[src/sv/pst_pkg.sv]
// Package for the pose static transform block: register indexes, widths and
// the shared request struct. Depends on nothing.
package pst_pkg;

  localparam int CFG_IDX_W = 3;
  localparam logic [CFG_IDX_W-1:0] REG_ROT   = 3'd0;
  localparam logic [CFG_IDX_W-1:0] REG_OFF_X = 3'd1;
  localparam logic [CFG_IDX_W-1:0] REG_OFF_Y = 3'd2;
  localparam logic [CFG_IDX_W-1:0] REG_OFF_Z = 3'd3;
  localparam logic [CFG_IDX_W-1:0] REG_SCALE = 3'd4;
  localparam logic [CFG_IDX_W-1:0] REG_GAIN  = 3'd5;
  localparam logic [CFG_IDX_W-1:0] REG_MODE  = 3'd6;

  localparam int STAGES = 4;

  typedef struct packed {
    logic signed [15:0] qx, qy, qz, qw;
    logic signed [31:0] off_x, off_y, off_z;
    logic signed [15:0] sc_x, sc_y, sc_z;
    logic [15:0] gain;
    logic pos_en;
    logic ori_en;
  } cfg_t;

  typedef struct packed {
    logic signed [31:0] px, py, pz;
    logic signed [15:0] ex, ey, ez, ew;
    logic [15:0] conf;
    logic [15:0] buttons;
  } req_t;

  // Round half up by 2^n and return the floor.
  function automatic logic signed [63:0] rnd64(input logic signed [63:0] a,
                                               input int n);
    logic signed [63:0] b;
    b = a + (64'sd1 <<< (n - 1));
    return b >>> n;
  endfunction

  function automatic logic signed [31:0] sat32(input logic signed [63:0] a);
    if (a > 64'sd2147483647) return 32'sh7fffffff;
    else if (a < -64'sd2147483648) return 32'sh80000000;
    else return a[31:0];
  endfunction

  function automatic logic signed [15:0] sat16(input logic signed [63:0] a);
    if (a > 64'sd32767) return 16'sh7fff;
    else if (a < -64'sd32768) return 16'sh8000;
    else return a[15:0];
  endfunction

endpackage

[src/sv/pst_pipe_ctrl.sv]
// Valid and stall control for the four-stage pipeline.
// Depends on pst_pkg.
module pst_pipe_ctrl import pst_pkg::*; (
  input  logic              clk,
  input  logic              rst,
  input  logic              in_valid,
  output logic              in_stall,
  output logic              out_valid,
  input  logic              out_stall,
  output logic [STAGES-1:0] en
);

  logic [STAGES-1:0] vld;
  logic [STAGES:0]   adv;

  // A stage may load when it is empty or its content moves on.
  always_comb begin
    adv[STAGES] = !out_stall;
    for (int i = STAGES - 1; i >= 0; i--) begin
      adv[i] = !vld[i] || adv[i+1];
    end
  end

  assign en        = adv[STAGES-1:0];
  assign in_stall  = !adv[0];
  assign out_valid = vld[STAGES-1];

  always_ff @(posedge clk) begin
    if (rst) begin
      vld <= '0;
    end else begin
      if (adv[0]) vld[0] <= in_valid;
      for (int i = 1; i < STAGES; i++) begin
        if (adv[i]) vld[i] <= vld[i-1];
      end
    end
  end

  // A stalled result stays presented.
  assert property (@(posedge clk) disable iff (rst)
    out_valid && out_stall |=> out_valid)
    else $error("result dropped under stall");
  // Input stall only when the pipeline is full up to the output.
  assert property (@(posedge clk) disable iff (rst)
    in_stall |-> (&vld) && out_stall)
    else $error("spurious input stall");
  // An accepted request reaches stage one.
  assert property (@(posedge clk) disable iff (rst)
    in_valid && !in_stall |=> vld[0])
    else $error("request lost at entry");

endmodule

[config.mk]
export PLATFORM = sky130hd
export DESIGN_NAME = pst_pipe_ctrl
export DESIGN_NICKNAME = d
export VERILOG_FILES = /design/src/sv/pst_pkg.sv /design/src/sv/pst_pipe_ctrl.sv
export SDC_FILE = /design/constraint.sdc
export NUM_CORES = 1
export LEC_CHECK = 0
export ABC_CLOCK_PERIOD_IN_PS = 1500
export BUFFER_PORTS_ARGS = -buffer_cell sky130_fd_sc_hd__buf_2
export CORE_AREA = 2 2 39 41
export DETAILED_ROUTE_END_ITERATION = 10
export DIE_AREA = 0 0 41 43
export PLACE_DENSITY = 0.32
export SLEW_MARGIN = 10
export SYNTH_ARGS = -nofsm -noshare
export SYNTH_HDL_FRONTEND = slang
export SYNTH_SLANG_ARGS = --single-unit
[constraint.sdc]
create_clock -name clk -period 1.5 [get_ports clk]
set_input_delay 0.15 -clock clk [delete_from_list [all_inputs] [get_ports clk]]
set_output_delay 0.15 -clock clk [all_outputs]
set_load 0.03 [all_outputs]
==> results.yml <==
status:
  status: "finished, final reports clean"
pwr:
  cellPowerDensity_mw_per_mm2: 1050
  power.internal_uw: 207
  power_frac_seq_pct: 42.9
  leakage_uw: 0.000110
  p_switching_uw: 58.9
  clkPwrFrac_pct: 50.7
  netSwitchingFraction_pct: 22.2
  combPwrFrac_pct: 6.3
  ir_drop_mv: 0.194
placed_design:
  place.gp.congestion: 0.521
  place_area_um2: 230
  io_buffers: 9
  dpl.cell_count: 42
worst_setup_path:
  cp-start-kind: "register"
  crit_required_ns: 1.35
  path_max_fanout: 5
  endpoint_kind: "output pin"
  r2r_slack_ns: 0.70
  cp_data_arrival_time_ns: 1.18
  worstSetupPathType: "register to output pin"
detailed_routing:
  drt_iter0_drc: 3
  wl_um: 352
  drc: 0
  vias: 147
  dr.pass1.iters: 2
  detail_route.wl_per_cell_um: 7.82
  ant_nets: 0
  viasPerCell: 3.27
clock_network:
  cts_inserted_buffers: 3
  cts_tree: "built"
  clk_latency_ns: 0.23
  h-tree-depth: 1
  clk_pin_slew_ns: 0.04
  post_cts_buffers: 0
  cts-root-buf: "clkbuf_4"
  clockBufferDepth: 2
  holdBufCountCts: 0
  clock-sinks: 4
  cts_resized: 0
sta:
  setup_viol_count_final: 0
  post-route-min-period_ns: 1.33
  maxSlewHeadroom_pct: 87.2
  maxSlewViolCount: 0
  max_freq_mhz: 752
  hold_viol: 0
  final.period_utilization_pct: 88.6
  worstMarginPinSlew_ns: 0.192
  whs_ns: 0.131
  rsz0062_at_grt: "no"
  fin_setup_tns_ns: 0
  finClkSkew_ns: 0.00134
cells_and_area:
  layout-drive-gt1-share_pct: 48.3
  final_area_um2: 253
  fillers: 156
  fin_cells: 45
  reg_top3: "vld x4"
  antennaDiodeCount: 0
  ff_latch_area_um2: 80.1
  largest_reg_flops: 4
  mostFrequentLayoutCells: "buf_2 (9), dfxtp_1 (4), a21oi_1 (3), clkbuf_4 (3)"
  regMostFlops: "vld"
  multi_input_area_um2: 77.6
  nets: 35
  final_common_cell: "buf_2"
  area_growth_pct: 53.0
grt:
  grt_start_max_net_pins: 6
  grt.busiest_layer: "met1"
  antenna_found_initial: 0
  grt_pass1_wl_um: 531
  met1_usage_pct: 6.39
  met2_usage_pct: 4.69
  grt_pass1_vias: 141
  grt.total_usage_pct: 5.01
  gr-total-overflow: 0
  grtUsageMet3_pct: 3.14
synth:
  yosysUniqueCellTypes: 10
  yosys.area.top_type: "dfxtp_1"
  yosys_warnings: 0
  syn_area_um2: 165
  synth.net_count: 21
  ys_seq_area_share_pct: 48.5
  synth-seq-cells: 4
  yosys-top-cells-area: "dfxtp_1 (48%), nand4_4 (13%), a21oi_1 (9.1%)"
  syn_inst: 17
  yosys.area.top_type_share_pct: 48.5
  postSynthAreaPerCell_um2: 9.72
die:
  die-width_um: 41
  die_h_um: 43
  rows: 14
  boundaryPins: 10
  dieArea_mm2: 0.00176
  start_util_pct: 11.9
  core_mm2: 0.00138
job:
  drv_cap: 0
worst_hold_path:
  hp-class: "primary input to register"
-- final timing paths --
| check | from | end | cells after the start |
|---|---|---|---|
| max | vld[3]$_SDFFE_PP0P_ | en[0] | 3 |
| min reg2reg | vld[1]$_SDFFE_PP0P_ | vld[2]$_SDFFE_PP0P_ | 2 |
| max reg2reg | vld[3]$_SDFFE_PP0P_ | vld[0]$_SDFFE_PP0P_ | 2 |
| min | in_valid | vld[0]$_SDFFE_PP0P_ | 3 |
-- cells in the mapped netlist --
| master | number |
|---|---|
| or2_1 | 1 |
| nand3_1 | 1 |
| nand2_1 | 1 |
| nand2b_1 | 1 |
| nand4_4 | 1 |
| nor2_1 | 2 |
| a21oi_1 | 3 |
| inv_1 | 2 |
| dfxtp_1 | 4 |
| o31ai_2 | 1 |
-- power groups by stage --
stage,combinational (µW),sequential [µW],clock (µW)
floorplan,6.65,117,0
global placement,16.7,116,0
detailed placement,17.1,116,0
CTS,17.1,114,145
global route,19.1,115,149
finish,16.8,114,135
-- cells by family after synthesis --
group                  after synthesis  share of synthesized area, %
AND/OR/NAND/NOR                      7                          30.3
flip-flops                           4                          48.5
AO/OA/AOI/OAI                        4                          16.7
buffers and inverters                2                          4.55
-- per-layer routing --
metal,vias to the layer above,share of wire [%]
met3,0,14
met2,10,34
li1,82,-
met4,0,0
met5,-,0
met1,55,51
-- stage by stage --
step           utilization [%]  setup slack (ns)  total power [µW]
6_report                  18.3             0.171               266
5_1_grt                   18.3            0.0722               283
4_1_cts                   18.3             0.144               277
3_5_place_dp              16.6             0.411               133
3_3_place_gp              16.6             0.427               132
2_1_floorplan                -            0.0306               124
-- critical path: stages, from the launching register on --
cell and delay (ns):
dfxtp_1 0.41, nand4_4 0.13, or2_1 0.23, buf_2 0.17
-- area by class of cell --
type	instances	share of cell area, %
Tap cell	16	7.92
Inverter	2	2.97
Clock buffer	3	8.91
Timing Repair Buffer	9	17.8
Sequential cell	4	31.7
Multi-Input combinational cell	11	30.7
(Power assumes the default switching activity.)
