--- config.mk ---
export PLATFORM = sky130hd
export DESIGN_NAME = pst_cfg_regs
export DESIGN_NICKNAME = d
export VERILOG_FILES = /design/src/sv/pst_pkg.sv /design/src/sv/pst_cfg_regs.sv
export SDC_FILE = /design/constraint.sdc
export NUM_CORES = 1
export LEC_CHECK = 0
export BUFFER_PORTS_ARGS = -buffer_cell sky130_fd_sc_hd__buf_2
export CAP_MARGIN = 20
export CORE_UTILIZATION = 51
export DETAILED_ROUTE_END_ITERATION = 8
export PLACE_DENSITY_LB_ADDON = 0.3
export SLEW_MARGIN = 10
export SYNTH_ARGS = -nofsm -noshare
export SYNTH_HDL_FRONTEND = slang
export SYNTH_SLANG_ARGS = --single-unit
--- constraint.sdc ---
create_clock -name clk -period 2.04 [get_ports clk]
set_clock_uncertainty 0.2 [all_clocks]
set_input_delay 0.612 -clock clk [delete_from_list [all_inputs] [get_ports clk]]
set_output_delay 0.612 -clock clk [all_outputs]
set_load 0.01 [all_outputs]
--- src/sv/pst_pkg.sv ---
// Package for the pose static transform block: register indexes, widths and
// the shared request struct. Depends on nothing.
package pst_pkg;

  localparam int CFG_IDX_W = 3;
  localparam logic [CFG_IDX_W-1:0] REG_ROT   = 3'd0;
  localparam logic [CFG_IDX_W-1:0] REG_OFF_X = 3'd1;
  localparam logic [CFG_IDX_W-1:0] REG_OFF_Y = 3'd2;
  localparam logic [CFG_IDX_W-1:0] REG_OFF_Z = 3'd3;
  localparam logic [CFG_IDX_W-1:0] REG_SCALE = 3'd4;
  localparam logic [CFG_IDX_W-1:0] REG_GAIN  = 3'd5;
  localparam logic [CFG_IDX_W-1:0] REG_MODE  = 3'd6;

  localparam int STAGES = 4;

  typedef struct packed {
    logic signed [15:0] qx, qy, qz, qw;
    logic signed [31:0] off_x, off_y, off_z;
    logic signed [15:0] sc_x, sc_y, sc_z;
    logic [15:0] gain;
    logic pos_en;
    logic ori_en;
  } cfg_t;

  typedef struct packed {
    logic signed [31:0] px, py, pz;
    logic signed [15:0] ex, ey, ez, ew;
    logic [15:0] conf;
    logic [15:0] buttons;
  } req_t;

  // Round half up by 2^n and return the floor.
  function automatic logic signed [63:0] rnd64(input logic signed [63:0] a,
                                               input int n);
    logic signed [63:0] b;
    b = a + (64'sd1 <<< (n - 1));
    return b >>> n;
  endfunction

  function automatic logic signed [31:0] sat32(input logic signed [63:0] a);
    if (a > 64'sd2147483647) return 32'sh7fffffff;
    else if (a < -64'sd2147483648) return 32'sh80000000;
    else return a[31:0];
  endfunction

  function automatic logic signed [15:0] sat16(input logic signed [63:0] a);
    if (a > 64'sd32767) return 16'sh7fff;
    else if (a < -64'sd32768) return 16'sh8000;
    else return a[15:0];
  endfunction

endpackage

--- src/sv/pst_cfg_regs.sv ---
// Configuration register file for the pose static transform block.
// Depends on pst_pkg.
module pst_cfg_regs import pst_pkg::*; (
  input  logic                 clk,
  input  logic                 rst,
  input  logic                 cfg_valid,
  output logic                 cfg_ready,
  input  logic [CFG_IDX_W-1:0] cfg_index,
  input  logic [63:0]          cfg_data,
  output cfg_t                 cfg
);

  assign cfg_ready = 1'b1;

  always_ff @(posedge clk) begin
    if (rst) begin
      cfg.qx <= '0; cfg.qy <= '0; cfg.qz <= '0; cfg.qw <= 16'sd16384;
      cfg.off_x <= '0; cfg.off_y <= '0; cfg.off_z <= '0;
      cfg.sc_x <= 16'sd4096; cfg.sc_y <= 16'sd4096; cfg.sc_z <= 16'sd4096;
      cfg.gain <= 16'd32768;
      cfg.pos_en <= 1'b0;
      cfg.ori_en <= 1'b0;
    end else if (cfg_valid) begin
      case (cfg_index)
        REG_ROT: begin
          cfg.qx <= cfg_data[15:0];  cfg.qy <= cfg_data[31:16];
          cfg.qz <= cfg_data[47:32]; cfg.qw <= cfg_data[63:48];
        end
        REG_OFF_X: cfg.off_x <= cfg_data[31:0];
        REG_OFF_Y: cfg.off_y <= cfg_data[31:0];
        REG_OFF_Z: cfg.off_z <= cfg_data[31:0];
        REG_SCALE: begin
          cfg.sc_x <= cfg_data[15:0]; cfg.sc_y <= cfg_data[31:16];
          cfg.sc_z <= cfg_data[47:32];
        end
        REG_GAIN: cfg.gain <= cfg_data[15:0];
        REG_MODE: begin
          cfg.pos_en <= cfg_data[0];
          cfg.ori_en <= cfg_data[1];
        end
        default: ;
      endcase
    end
  end

endmodule

==> results.md <==
* Synth Warn # at 0
* Die area at 18250 µm²
* Total CTS buffers at 23
* CP endpoint kind: primary output
* Worst Path Buf+Inv at 1
* Number of inserted diodes at 0
* Synthesis-to-layout area growth at 30.62%
* DR iter-0 viols at 268
* Clock tree buffer depth at 3
* Post-CTS Setup Bufs at 0
* Multiplexer area fraction after synthesis at 0.2504
* Top cell family by delay on the critical path: flip-flops
* Post-synthesis xor/xnor area fraction at 0
* IO Pins at 297
* Total global-route track usage at 0.2391
* Core Box Area at 17300 µm²
* Final period utilization at 0.8890
* Post-DP HPWL at 15.57 mm
* Sequential fraction of the synthesis area at 0.5008
* Adder-cell share of the synthesized area at 0
* Clk sink count at 226
* Crit path cell chain: buf_2
* Drt pass-1 iters at 4
* Synthesized cell area at 9034 µm²
* Largest net degree at the start of global routing at 77
* Vias at 6628
* Port Buffers at 295
* Drt total wl at 22.41 mm
* Clk_lat worst skew at 490 ps
* Synth Net Count at 889
* Number of flip-flops in the largest register at 226
* WP data required at 1230 ps
* Hold Buf Count CTS at 0
* Number of remaining DRC errors at 0
* Min cycle time layout at 1814 ps
* Antenna viol nets, final at 0
* Register bank with the most flops: cfg
* Synth cell types at 16
* WL per Instance at 16.54 µm
* Avg Vias per Cell at 4.892
* Lkg Pwr at 0.006142 µW
* WHS Path Cells at 3
* Core Util, Final at 0.6822
* First-pass GRT wire length at 34.78 mm
* Global placer's final weighted congestion at 0.7914
* Number of gates resized after cts at 0
* Max H-tree Level at 1
* Simple-gate area share of the yosys netlist at 0.2141
* Fin nets at 1184
* VDD IR max at 591.3 µV
* Syn Area/Cell at 11.03 µm²
* Largest family of logic cells by synthesized area: multiplexers
* Critical Path Stages at 1
* Fin Hold WS at 178.0 ps
* # fillers at 1345
* Initial Utilization at 0.5223
* Critical Path Start Type: register
* Vias in the first global route at 6630
* Worst hold path type: in2reg
* Max-cap violation count at 0
* Arrival time worst endpoint at 1000 ps
* CTS root buf: clkbuf_16
* Post-Place Worst Slack at -6.721 ps
* PnR worst setup slack at 226.4 ps
* Cells on worst reg2reg path at 2
* Die width at 135.1 µm
* CP max stage cell: dfxtp_1
* DIE HEIGHT at 135.1 µm
* Synth Area in Compound Gates at 0
* Critical path class: reg2out
* Initial antenna violation count at 1
* Mapped Cells at 819
* Max incr delay on CP at 360 ps
* Biggest regs: cfg x226
* Setup TNS Final at 0 ps
* RSZ-0062 raised after global routing: false
* Outcome: finished clean
* Layout cells sized above 1 at 0.3327
* CTS tree: yes
* Critical Path Fanout Max at 2
* Total Power at 9714 µW
* Cell Pwr Density at 823.2 nW/µm²
* Clock-pin slew on the worst setup and hold paths at 70 ps
* Fmax at 551.4 MHz
* Slew Limit Fails at 0
* Final setup vio count at 0
* FP Rows at 48
* #FFs+latches synth at 226
* Final Hold Viols at 0
* GRT overflow at 0
metrics by stage:
step | instances | instance area (µm²)
after floorplan | 819 | 9034
after global placement | 1314 | 11000
after detailed placement | 1314 | 11000
after CTS | 1355 | 11800
after global routing | 1355 | 11800
final | 1355 | 11800
placed cells by master, fill, tap and decap left out, drive strengths merged, types with 3 or more instances in the layout:
master     n
buf      332
nand2b   284
nand4bb    3
clkbuf    33
mux2i    226
bufinv     3
nand4b     3
nor2      10
dfxtp    226
clkinv     5
worst reg2reg max path, cell delays in order, from the launching register on:
cell	delay (ps)
dfxtp_1	340
nand2b_1	60
mux2i_1	160
layout make-up:
class                      instances  area [µm²]  area share
timing repair buffer             332        1948      0.1651
multi-input combinational        531        4248      0.3600
tap                              225       281.5     0.02386
clock buffer                      33       683.2     0.05789
clock inverter                     8       115.1    0.009755
sequential                       226        4524      0.3834
per-layer routing:
metal  GRT usage  up-vias  part of all wire
met2      0.4142      214              0.47
met1      0.2883     3107              0.44
met4     0.06742        0             0.020
li1            -     3275                 -
met3     0.06569       32             0.076
met5           0        -                 0
synthesized netlist by cell type:
library cell    n  area, µm²
nand2b_1      284       1777
dfxtp_1       226       4524
mux2i_1       226       2262
clkbuf_1       33      123.9
buf_2          21      105.1
nor2_1         10      37.54
buf_4           5      37.54
nand4b_1        3      26.28
nand4bb_1       3      33.78
buf_6           2      22.52
and4bb_2        1      12.51
buf_12          1      20.02
conb_1          1      3.750
nor4b_4         1      23.77
nor4bb_1        1      10.01
or4b_4          1      13.76
kinds of logic (layout without fill, tap and decap cells):
family,after synthesis,in the layout
other cells,1,1
mux,226,226
buf+inv,62,373
flops,226,226
simple gates,304,304
worst paths after layout:
check / start / endpoint / slack [ps]
setup / recovery: cfg[129] / cfg[129] / 230
hold / removal: cfg_data[52] / cfg[166] / 180
setup reg to reg: cfg[48] / cfg[48] / 1200
hold reg to reg: cfg[11] / cfg[11] / 270
where the power goes:
group | switching (µW) | internal, µW
Clock | 1710 | 2700
Sequential | 49.1 | 4510
Combinational | 378 | 368
Total | 2140 | 7580
(Power assumes the default switching activity.)
